`src/landing_queue_with_urgent_promotion_top_assert.svh`:
```
// Assertion macros shared by the landing queue RTL.
// Expects clk and rst_n in the scope where a macro is used.
`ifndef LANDING_QUEUE_WITH_URGENT_PROMOTION_TOP_ASSERT_SVH
`define LANDING_QUEUE_WITH_URGENT_PROMOTION_TOP_ASSERT_SVH

// Condition holds at every edge out of reset.
`define LQUP_ASSERT_ALWAYS(lbl, cond, msg) \
  lbl: assert property (@(posedge clk) disable iff (!rst_n) (cond)) else $error(msg);

// Consequent holds in the cycle after the antecedent.
`define LQUP_ASSERT_NEXT(lbl, ante, cons, msg) \
  lbl: assert property (@(posedge clk) disable iff (!rst_n) (ante) |=> (cons)) else $error(msg);

`endif

```
`src/lqup_pkg.sv`:
```
// Shared types, constants and helpers for the landing queue.
// No dependencies.
package lqup_pkg;

  localparam int DEPTH    = 32;
  localparam int IDX_W    = (DEPTH > 1) ? $clog2(DEPTH) : 1;
  localparam int CNT_W    = $clog2(DEPTH + 1);
  localparam int FLIGHT_W = 14;
  localparam int ORIGIN_W = 64;
  localparam int KIND_W   = 3;

  localparam logic [KIND_W-1:0] KIND_LANDED    = 3'd0;
  localparam logic [KIND_W-1:0] KIND_NONE      = 3'd1;
  localparam logic [KIND_W-1:0] KIND_LIST      = 3'd2;
  localparam logic [KIND_W-1:0] KIND_LIST_EMPTY = 3'd3;
  localparam logic [KIND_W-1:0] KIND_FULL      = 3'd4;
  localparam logic [KIND_W-1:0] KIND_NOT_FOUND = 3'd5;

  localparam logic [1:0] FUNC_REQUEST = 2'd0;
  localparam logic [1:0] FUNC_RELEASE = 2'd1;
  localparam logic [1:0] FUNC_URGENT  = 2'd2;
  localparam logic [1:0] FUNC_END     = 2'd3;

  typedef enum logic [1:0] {
    OP_REQ,
    OP_REL,
    OP_URG,
    OP_END
  } op_t;

  typedef struct packed {
    op_t                 op;
    logic [FLIGHT_W-1:0] flight;
    logic [ORIGIN_W-1:0] origin;
  } cmd_t;

  typedef struct packed {
    logic [FLIGHT_W-1:0] flight;
    logic [ORIGIN_W-1:0] origin;
  } entry_t;

  typedef enum logic [3:0] {
    ST_IDLE,
    ST_RELW,
    ST_SRD,
    ST_SCMP,
    ST_MRD,
    ST_MWR,
    ST_LRD,
    ST_LOUT,
    ST_EMIT
  } state_t;

  // logical queue position to storage slot, circular from head
  function automatic logic [IDX_W-1:0] phys(input logic [IDX_W-1:0] head,
                                            input logic [IDX_W-1:0] pos);
    logic [IDX_W:0] sum;
    sum = {1'b0, head} + {1'b0, pos};
    if (sum >= (IDX_W + 1)'(DEPTH)) sum = sum - (IDX_W + 1)'(DEPTH);
    return sum[IDX_W-1:0];
  endfunction

endpackage

```
`src/lqup_front.sv`:
```
// Front end: takes requests, decodes the function code, and queues commands.
// Depends on lqup_pkg.
module lqup_front (
  input  logic                          clk,
  input  logic                          rst_n,
  input  logic                          in_valid,
  output logic                          in_stall,
  input  logic [1:0]                    in_func,
  input  logic [lqup_pkg::FLIGHT_W-1:0] in_flight_number,
  input  logic [lqup_pkg::ORIGIN_W-1:0] in_origin_tag,
  output logic                          q_valid,
  output lqup_pkg::cmd_t                q_cmd,
  input  logic                          q_pop
);

  lqup_pkg::cmd_t slot_r [2];
  logic           wp_r, rp_r;
  logic [1:0]     cnt_r;
  lqup_pkg::op_t  op_dec;
  logic           push;

  always_comb begin
    unique case (in_func)
      lqup_pkg::FUNC_REQUEST: op_dec = lqup_pkg::OP_REQ;
      lqup_pkg::FUNC_RELEASE: op_dec = lqup_pkg::OP_REL;
      lqup_pkg::FUNC_URGENT:  op_dec = lqup_pkg::OP_URG;
      default:                op_dec = lqup_pkg::OP_END;
    endcase
  end

  assign in_stall = (cnt_r == 2'd2);
  assign push     = in_valid && !in_stall;
  assign q_valid  = (cnt_r != 2'd0);
  assign q_cmd    = slot_r[rp_r];

  always_ff @(posedge clk) begin
    if (push) begin
      slot_r[wp_r] <= '{op: op_dec, flight: in_flight_number, origin: in_origin_tag};
    end
  end

  always_ff @(posedge clk) begin
    if (!rst_n) begin
      wp_r  <= 1'b0;
      rp_r  <= 1'b0;
      cnt_r <= 2'd0;
    end else begin
      if (push) wp_r <= !wp_r;
      if (q_pop) rp_r <= !rp_r;
      cnt_r <= cnt_r + {1'b0, push} - {1'b0, q_pop};
    end
  end

endmodule

```
`src/lqup_back.sv`:
```
// Back end: queue storage, search and promotion sequencer, result register.
// Depends on lqup_pkg and the assertion macro header.
`include "landing_queue_with_urgent_promotion_top_assert.svh"
module lqup_back (
  input  logic                          clk,
  input  logic                          rst_n,
  input  logic                          q_valid,
  input  lqup_pkg::cmd_t                q_cmd,
  output logic                          q_pop,
  output logic                          out_valid,
  input  logic                          out_stall,
  output logic [lqup_pkg::KIND_W-1:0]   out_kind,
  output logic [lqup_pkg::FLIGHT_W-1:0] out_flight,
  output logic [lqup_pkg::ORIGIN_W-1:0] out_origin,
  output logic                          out_last
);

  localparam int IW = lqup_pkg::IDX_W;
  localparam int CW = lqup_pkg::CNT_W;

  lqup_pkg::state_t state_r, state_nxt;
  lqup_pkg::cmd_t   cmd_r;
  lqup_pkg::entry_t mem [lqup_pkg::DEPTH];
  lqup_pkg::entry_t rd_data_r, save_r, wr_data;
  logic [IW-1:0]    head_r, idx_r, j_r, rd_addr, wr_addr;
  logic [CW-1:0]    count_r, urg_r;
  logic [lqup_pkg::KIND_W-1:0] emit_kind_r;
  logic             rd_en, wr_en, slot_free, out_load;
  logic             out_valid_r, out_last_r;
  logic [lqup_pkg::KIND_W-1:0]   out_kind_r;
  logic [lqup_pkg::FLIGHT_W-1:0] out_flight_r;
  logic [lqup_pkg::ORIGIN_W-1:0] out_origin_r;
  logic             is_tail, hit, empty, full;

  assign slot_free = !out_valid_r || !out_stall;
  assign is_tail   = (CW'(idx_r) == count_r - CW'(1));
  assign hit       = (rd_data_r.flight == cmd_r.flight);
  assign empty     = (count_r == '0);
  assign full      = (count_r == CW'(lqup_pkg::DEPTH));

  // next state
  always_comb begin
    state_nxt = state_r;
    unique case (state_r)
      lqup_pkg::ST_IDLE: begin
        if (q_valid) begin
          unique case (q_cmd.op)
            lqup_pkg::OP_REQ: state_nxt = full ? lqup_pkg::ST_EMIT : lqup_pkg::ST_IDLE;
            lqup_pkg::OP_REL: state_nxt = empty ? lqup_pkg::ST_EMIT : lqup_pkg::ST_RELW;
            lqup_pkg::OP_URG: state_nxt = empty ? lqup_pkg::ST_EMIT : lqup_pkg::ST_SRD;
            default:          state_nxt = empty ? lqup_pkg::ST_EMIT : lqup_pkg::ST_LRD;
          endcase
        end
      end
      lqup_pkg::ST_RELW: state_nxt = lqup_pkg::ST_EMIT;
      lqup_pkg::ST_SRD:  state_nxt = lqup_pkg::ST_SCMP;
      lqup_pkg::ST_SCMP: begin
        if (hit) begin
          state_nxt = (CW'(idx_r) < urg_r) ? lqup_pkg::ST_IDLE : lqup_pkg::ST_MRD;
        end else begin
          state_nxt = is_tail ? lqup_pkg::ST_EMIT : lqup_pkg::ST_SRD;
        end
      end
      lqup_pkg::ST_MRD:
        state_nxt = (CW'(j_r) == urg_r) ? lqup_pkg::ST_IDLE : lqup_pkg::ST_MWR;
      lqup_pkg::ST_MWR:  state_nxt = lqup_pkg::ST_MRD;
      lqup_pkg::ST_LRD:  state_nxt = lqup_pkg::ST_LOUT;
      lqup_pkg::ST_LOUT: begin
        if (slot_free) state_nxt = is_tail ? lqup_pkg::ST_IDLE : lqup_pkg::ST_LRD;
      end
      lqup_pkg::ST_EMIT: begin
        if (slot_free) state_nxt = lqup_pkg::ST_IDLE;
      end
      default: state_nxt = lqup_pkg::ST_IDLE;
    endcase
  end

  // outputs: storage port controls and result load
  always_comb begin
    q_pop    = 1'b0;
    rd_en    = 1'b0;
    rd_addr  = '0;
    wr_en    = 1'b0;
    wr_addr  = '0;
    wr_data  = save_r;
    out_load = 1'b0;
    unique case (state_r)
      lqup_pkg::ST_IDLE: begin
        q_pop = q_valid;
        if (q_valid && q_cmd.op == lqup_pkg::OP_REQ && !full) begin
          wr_en   = 1'b1;
          wr_addr = lqup_pkg::phys(head_r, count_r[IW-1:0]);
          wr_data = '{flight: q_cmd.flight, origin: q_cmd.origin};
        end
        if (q_valid && q_cmd.op == lqup_pkg::OP_REL) begin
          rd_en   = 1'b1;
          rd_addr = head_r;
        end
      end
      lqup_pkg::ST_SRD, lqup_pkg::ST_LRD: begin
        rd_en   = 1'b1;
        rd_addr = lqup_pkg::phys(head_r, idx_r);
      end
      lqup_pkg::ST_MRD: begin
        if (CW'(j_r) == urg_r) begin
          // hole has reached the back of the urgent group
          wr_en   = 1'b1;
          wr_addr = lqup_pkg::phys(head_r, j_r);
        end else begin
          rd_en   = 1'b1;
          rd_addr = lqup_pkg::phys(head_r, j_r - IW'(1));
        end
      end
      lqup_pkg::ST_MWR: begin
        wr_en   = 1'b1;
        wr_addr = lqup_pkg::phys(head_r, j_r);
        wr_data = rd_data_r;
      end
      lqup_pkg::ST_LOUT, lqup_pkg::ST_EMIT: out_load = slot_free;
      default: ;
    endcase
  end

  always_ff @(posedge clk) begin
    if (wr_en) mem[wr_addr] <= wr_data;
    if (rd_en) rd_data_r <= mem[rd_addr];
  end

  always_ff @(posedge clk) begin
    if (q_pop) cmd_r <= q_cmd;
    if (state_r == lqup_pkg::ST_SCMP) save_r <= rd_data_r;
    if (out_load) begin
      out_last_r <= (state_r == lqup_pkg::ST_EMIT) || is_tail;
      if (state_r == lqup_pkg::ST_LOUT) begin
        out_kind_r   <= lqup_pkg::KIND_LIST;
        out_flight_r <= rd_data_r.flight;
        out_origin_r <= rd_data_r.origin;
      end else begin
        out_kind_r   <= emit_kind_r;
        out_flight_r <= (emit_kind_r == lqup_pkg::KIND_LANDED) ? rd_data_r.flight : '0;
        out_origin_r <= (emit_kind_r == lqup_pkg::KIND_LANDED) ? rd_data_r.origin : '0;
      end
    end
  end

  always_ff @(posedge clk) begin
    if (!rst_n) begin
      state_r     <= lqup_pkg::ST_IDLE;
      head_r      <= '0;
      count_r     <= '0;
      urg_r       <= '0;
      idx_r       <= '0;
      j_r         <= '0;
      emit_kind_r <= lqup_pkg::KIND_NONE;
      out_valid_r <= 1'b0;
    end else begin
      state_r <= state_nxt;
      if (out_load) out_valid_r <= 1'b1;
      else if (!out_stall) out_valid_r <= 1'b0;
      case (state_r)
        lqup_pkg::ST_IDLE: begin
          idx_r <= '0;
          if (q_valid) begin
            case (q_cmd.op)
              lqup_pkg::OP_REQ: begin
                if (full) emit_kind_r <= lqup_pkg::KIND_FULL;
                else count_r <= count_r + CW'(1);
              end
              lqup_pkg::OP_REL: emit_kind_r <= lqup_pkg::KIND_NONE;
              lqup_pkg::OP_URG: emit_kind_r <= lqup_pkg::KIND_NOT_FOUND;
              default:          emit_kind_r <= lqup_pkg::KIND_LIST_EMPTY;
            endcase
          end
        end
        lqup_pkg::ST_RELW: begin
          emit_kind_r <= lqup_pkg::KIND_LANDED;
          head_r      <= lqup_pkg::phys(head_r, IW'(1));
          count_r     <= count_r - CW'(1);
          if (urg_r != '0) urg_r <= urg_r - CW'(1);
        end
        lqup_pkg::ST_SCMP: begin
          j_r <= idx_r;
          if (!hit) idx_r <= idx_r + IW'(1);
        end
        lqup_pkg::ST_MRD: begin
          if (CW'(j_r) == urg_r) urg_r <= urg_r + CW'(1);
        end
        lqup_pkg::ST_MWR: j_r <= j_r - IW'(1);
        lqup_pkg::ST_LOUT: begin
          if (slot_free) begin
            idx_r <= idx_r + IW'(1);
            if (is_tail) begin
              count_r <= '0;
              urg_r   <= '0;
            end
          end
        end
        default: ;
      endcase
    end
  end

  assign out_valid  = out_valid_r;
  assign out_kind   = out_kind_r;
  assign out_flight = out_flight_r;
  assign out_origin = out_origin_r;
  assign out_last   = out_last_r;

  `LQUP_ASSERT_ALWAYS(a_urg_le_count, urg_r <= count_r, "urgent group larger than queue")
  `LQUP_ASSERT_ALWAYS(a_count_le_depth, count_r <= CW'(lqup_pkg::DEPTH), "queue over depth")
  `LQUP_ASSERT_NEXT(a_drain_clears, state_r == lqup_pkg::ST_LOUT && out_load && is_tail, count_r == '0 && urg_r == '0, "drain left entries")
  `LQUP_ASSERT_NEXT(a_load_valid, out_load, out_valid_r, "loaded result not presented")

endmodule

```
`src/landing_queue_with_urgent_promotion_top.sv`:
```
// Landing queue with urgent promotion. A request appends a flight at the tail
// (or reports full), a release lands the head, an urgent command moves the first
// matching flight to the back of the urgent group unless it is already in that
// group, and end drains the queue as a listing. Commands are taken into a
// two-deep queue and executed one at a time against a single-port store with
// registered reads. The store port does one read or one write a cycle, and an
// output stall holds the command in progress.
// Depends on lqup_pkg, lqup_front and lqup_back.
module landing_queue_with_urgent_promotion_top (
  input  logic                          clk,
  input  logic                          rst_n,
  input  logic                          in_valid,
  output logic                          in_stall,
  input  logic [1:0]                    in_func,
  input  logic [lqup_pkg::FLIGHT_W-1:0] in_flight_number,
  input  logic [lqup_pkg::ORIGIN_W-1:0] in_origin_tag,
  output logic                          out_valid,
  input  logic                          out_stall,
  output logic [lqup_pkg::KIND_W-1:0]   out_kind,
  output logic [lqup_pkg::FLIGHT_W-1:0] out_flight,
  output logic [lqup_pkg::ORIGIN_W-1:0] out_origin,
  output logic                          out_last
);

  logic           q_valid, q_pop;
  lqup_pkg::cmd_t q_cmd;

  lqup_front u_front (
    .clk              (clk),
    .rst_n            (rst_n),
    .in_valid         (in_valid),
    .in_stall         (in_stall),
    .in_func          (in_func),
    .in_flight_number (in_flight_number),
    .in_origin_tag    (in_origin_tag),
    .q_valid          (q_valid),
    .q_cmd            (q_cmd),
    .q_pop            (q_pop)
  );

  lqup_back u_back (
    .clk        (clk),
    .rst_n      (rst_n),
    .q_valid    (q_valid),
    .q_cmd      (q_cmd),
    .q_pop      (q_pop),
    .out_valid  (out_valid),
    .out_stall  (out_stall),
    .out_kind   (out_kind),
    .out_flight (out_flight),
    .out_origin (out_origin),
    .out_last   (out_last)
  );

endmodule
```
`config.mk`:
```
export PLATFORM = sky130hd
export DESIGN_NAME = landing_queue_with_urgent_promotion_top
export DESIGN_NICKNAME = d
export VERILOG_FILES = /design/src/lqup_pkg.sv /design/src/lqup_front.sv /design/src/lqup_back.sv /design/src/landing_queue_with_urgent_promotion_top.sv
export VERILOG_INCLUDE_DIRS = /design/src /design/src/src
export SDC_FILE = /design/constraint.sdc
export NUM_CORES = 2
export LEC_CHECK = 0
export BUFFER_PORTS_ARGS = -buffer_cell sky130_fd_sc_hd__buf_2
export CAP_MARGIN = 40
export CORE_ASPECT_RATIO = 0.5
export CORE_MARGIN = 3
export CORE_UTILIZATION = 40
export DETAILED_ROUTE_END_ITERATION = 10
export PLACE_DENSITY_LB_ADDON = 0.12
export SETUP_SLACK_MARGIN = 0.4
export SLEW_MARGIN = 20
export SYNTH_ARGS = -nofsm -noshare
export SYNTH_HDL_FRONTEND = slang
export SYNTH_SLANG_ARGS = --single-unit
```
`constraint.sdc`:
```
create_clock -name clk -period 10.7 [get_ports clk]
set_input_delay 0.535 -clock clk [delete_from_list [all_inputs] [get_ports clk]]
set_output_delay 0.535 -clock clk [all_outputs]
set_load 0.1 [all_outputs]
```
==> metrics.csv <==
stage,metric,value,unit
run_status,status,"complete, no violations",
logic_synthesis,sequential area share after synthesis,0.775,
logic_synthesis,ys flop type,edfxtp_1,
logic_synthesis,Netlist Area Pre-Place,0.114,sq mm
logic_synthesis,post-synth top area cell,edfxtp_1,
placed_design,routability congestion estimate,0.814,
cts,Root Driver,clkbuf_16,
cells_and_area,area grow syn2layout,14.6,%
cells_and_area,"commonest non-fill, non-tap cell in the layout",edfxtp_1,
detailed_routing,iteration count of the initial detailed-routing pass,5,
cells_and_area,fraction of layout instances using a drive strength above 1,0.189,
pwr,Max VDD drop,0.0966,mV
timing,worst slew pin tran,0.927,ns
worst_setup_path,CP startpoint kind,register,
logic_synthesis,post-synthesis async set-or-reset flop share,0,
cts,CTS Buffer Depth,4,
floorplanning,Boundary Pins,168,
floorplanning,core box area,0.281,sq mm
logic_synthesis,Avg Inst Size Synth,18.6,sq um
global_routing,first-pass GRT wire length,467000,um
timing,worst clock skew,0.0313,ns
timing,unrepaired setup endpoints after global routing,no,
detailed_routing,total detailed-routing wirelength,329000,um
logic_synthesis,Synth Warn #,0,
worst_setup_path,"Max FO, Critical Path",45,
pwr,Leakage Power,41.8,nW
cells_and_area,Nets,6677,
worst_setup_path,Worst R2R Path Depth,10,
global_routing,pin count of the biggest net entering global routing,123,
detailed_routing,Wirelength per Cell,31.3,um
logic_synthesis,largest cells by area after synthesis,"edfxtp_1 (77%), mux4_2 (7.3%), nand2_1 (2.1%)",
global_routing,vias in the first global route,61586,
worst_setup_path,Worst Path Arrival,6.40,ns
cts,CTS Buf Count,279,
logic_synthesis,synth unique cells,82,
timing,total negative slack,0,ns
timing,Hold WS,0.134,ns
flow_run,Max Cap Viol,0,
detailed_routing,Iter 0 DRT Violations,6673,
detailed_routing,vias,60937,
cts,H-Tree Depth,5,
cells_and_area,"commonest cells after routing, fill and taps aside","edfxtp_1 (2908), nand2_1 (644), mux4_2 (368), clkbuf_16 (288), nand3_1 (229)",
cts,worst skew pair latency,0.87,ns
global_routing,initial antenna violation count,11,
placed_design,dpl hpwl,196000,um
worst_setup_path,Critical Path End Type,register,
worst_setup_path,CP Buf/Inv Count,3,
global_routing,grt ovf,0,
cts,Sink Count,2948,
logic_synthesis,Synth top area share,0.768,
worst_setup_path,CP Data Required Time,11.27,ns
worst_setup_path,most frequent CP cell,buf_4,
worst_setup_path,CP max stage cell,buf_4,
cts,post_cts resized,0,
detailed_routing,# DRC,0,
worst_setup_path,Slowest Stage Delay on Critical Path,0.73,ns
logic_synthesis,Mapped Cells,6124,
worst_setup_path,critical path's top delay family,buffers and inverters,
logic_synthesis,"EDFF count, synth",2908,
worst_setup_path,reg2reg end,u_back.rd_data_r[7],
worst_setup_path,WP depth,10,
min_path,worst hold path type,input pin to register,
pwr,Power Density,206,mW/mm^2
timing,Final period util,0.545,
worst_setup_path,Worst Setup Path Type,register to register,
timing,Max-slew headroom,0.382,
timing,final setup violating endpoints,0,
logic_synthesis,syn_nets,6244,
cts,setup bufs post-CTS,0,
timing,max-slew violation count,0,
timing,min Tclk post-route,5.83,ns
worst_setup_path,Setup crit end,u_back.rd_data_r[7],
cts,Worst-path clk slew,0.06,ns
cts,# hold bufs at CTS,82,
floorplanning,Std-Cell Rows,137,
cts,CTS tree,yes,
worst_setup_path,reg2reg setup slack,4.87,ns
timing,fmax,171,MHz
timing,final hold viol count,0,
floorplanning,Die Width,760,um
placed_design,I/O Buffers,167,
worst_setup_path,crit-path cells,buf_4 > nor3b_1 > o2111a_1 > nor3_4 > buf_4 > buf_4 > mux4_2 > a22o_1 > a221oi_2 > o2111ai_1,
global_routing,gr usage total,0.222,
detailed_routing,ANT nets after route,0,
logic_synthesis,#FFs+latches synth,2948,
floorplanning,Die Ht,383,um
floorplanning,total die area,0.291,sq mm
floorplanning,Initial Utilization,0.405,
detailed_routing,vias per cell,5.79,
layer usage:
layer / GRT usage / wire (um) / up-vias
met1: 0.322 / 145000 / 32670
met2: 0.360 / 157000 / 2176
met3: 0.0336 / 20800 / 408
met5: 0 / 13 / -
li1: - / - / 25681
met4: 0.0468 / 6790 / 2
how the worst min path moves through the flow:
stage	from	to	slack (ns)	cells after the start
after global placement	u_back.rd_data_r[36]	u_back.save_r[36]	0.46	0
after global routing	in_valid	u_front.wp_r	0.12	4
after detailed placement	u_back.emit_kind_r[2]	u_back.emit_kind_r[2]	0.47	2
after CTS	in_valid	u_front.wp_r	0.06	4
final	in_valid	u_front.wp_r	0.13	4
after floorplan	u_back.emit_kind_r[1]	u_back.emit_kind_r[1]	0.44	2
synth_stat cells, types with 37 or more instances:
cell type,number
a21oi_1,110
a221o_1,78
a22o_1,38
a22oi_1,143
a31oi_1,37
a32oi_1,102
buf_2,104
clkbuf_1,173
dfxtp_1,40
edfxtp_1,2908
mux2i_1,219
mux4_2,368
nand2_1,646
nand3_1,230
nand4_1,102
nor2_1,173
nor2b_1,80
xor2_1,38
kinds of logic after synthesis:
| logic type | count (synthesis) | synth area share |
|---|---|---|
| AOI/OAI and AO/OA | 727 | 0.0503 |
| xor gates and xnor gates | 64 | 0.00493 |
| adders and majority gates | 36 | 0.00429 |
| buffers and inverters | 391 | 0.0163 |
| DFF | 2948 | 0.775 |
| muxes | 618 | 0.0952 |
| and+or+nand+nor | 1340 | 0.0541 |
power by group:
group / internal (mW) / leakage (nW) / switching [mW]
clock network: 5.19 / 4.09 / 4.30
logic: 0.795 / 11.2 / 2.48
registers: 13.8 / 26.6 / 0.283
total: 19.7 / 41.8 / 7.06
through the flow:
stage	setup slack [ns]	total power, mW	instances	instance area [sq um]	utilization
floorplan	3.95	16.1	6124	114000	-
global placement	4.80	17.4	9860	119000	0.425
detailed placement	4.86	17.6	9932	121000	0.430
CTS	4.82	27.1	10497	130000	0.463
global route	4.54	27.7	10513	130000	0.464
finish	4.87	26.8	10517	130000	0.464
area by class of cell:
| cell class | count | area, sq um |
|---|---|---|
| antenna | 5 | 12.5 |
| clock buffer | 352 | 7460 |
| clock inverter | 131 | 912 |
| fill | 23632 | 150000 |
| inverter | 35 | 141 |
| multi-input combinational | 2785 | 24200 |
| sequential | 2948 | 88100 |
| tap | 3753 | 4700 |
| timing repair buffer | 508 | 4810 |
worst register-to-register path, delay by kind of cell, from the launching register on:
| kind | cells | cell delay (ns) |
|---|---|---|
| buffers and inverters | 3 | 2.15 |
| AOI/OAI and AO/OA | 4 | 1.21 |
| and+or+nand+nor | 2 | 0.98 |
| muxes | 1 | 0.63 |
| DFF | 1 | 0.57 |
flip-flops by register name (all words and copies together) (netlist names), named ones only:
name                cells
u_back.out_origin      64
u_front.wp_r            1
u_back.out_flight      14
u_back.state_r          4
u_back.count_r          6
u_back.out_last         1
u_back.idx_r            5
u_front.cnt_r           2
u_back.out_valid        1
u_back.cmd_r           14
u_back.head_r           5
u_back.mem           2496
u_back.out_kind         3
u_back.rd_data_r       78
u_front.rp_r            1
u_back.emit_kind_r      3
u_back.save_r          78
u_back.j_r              5
u_front.slot_r        160
u_back.urg_r            6
(Power assumes the default switching activity.)
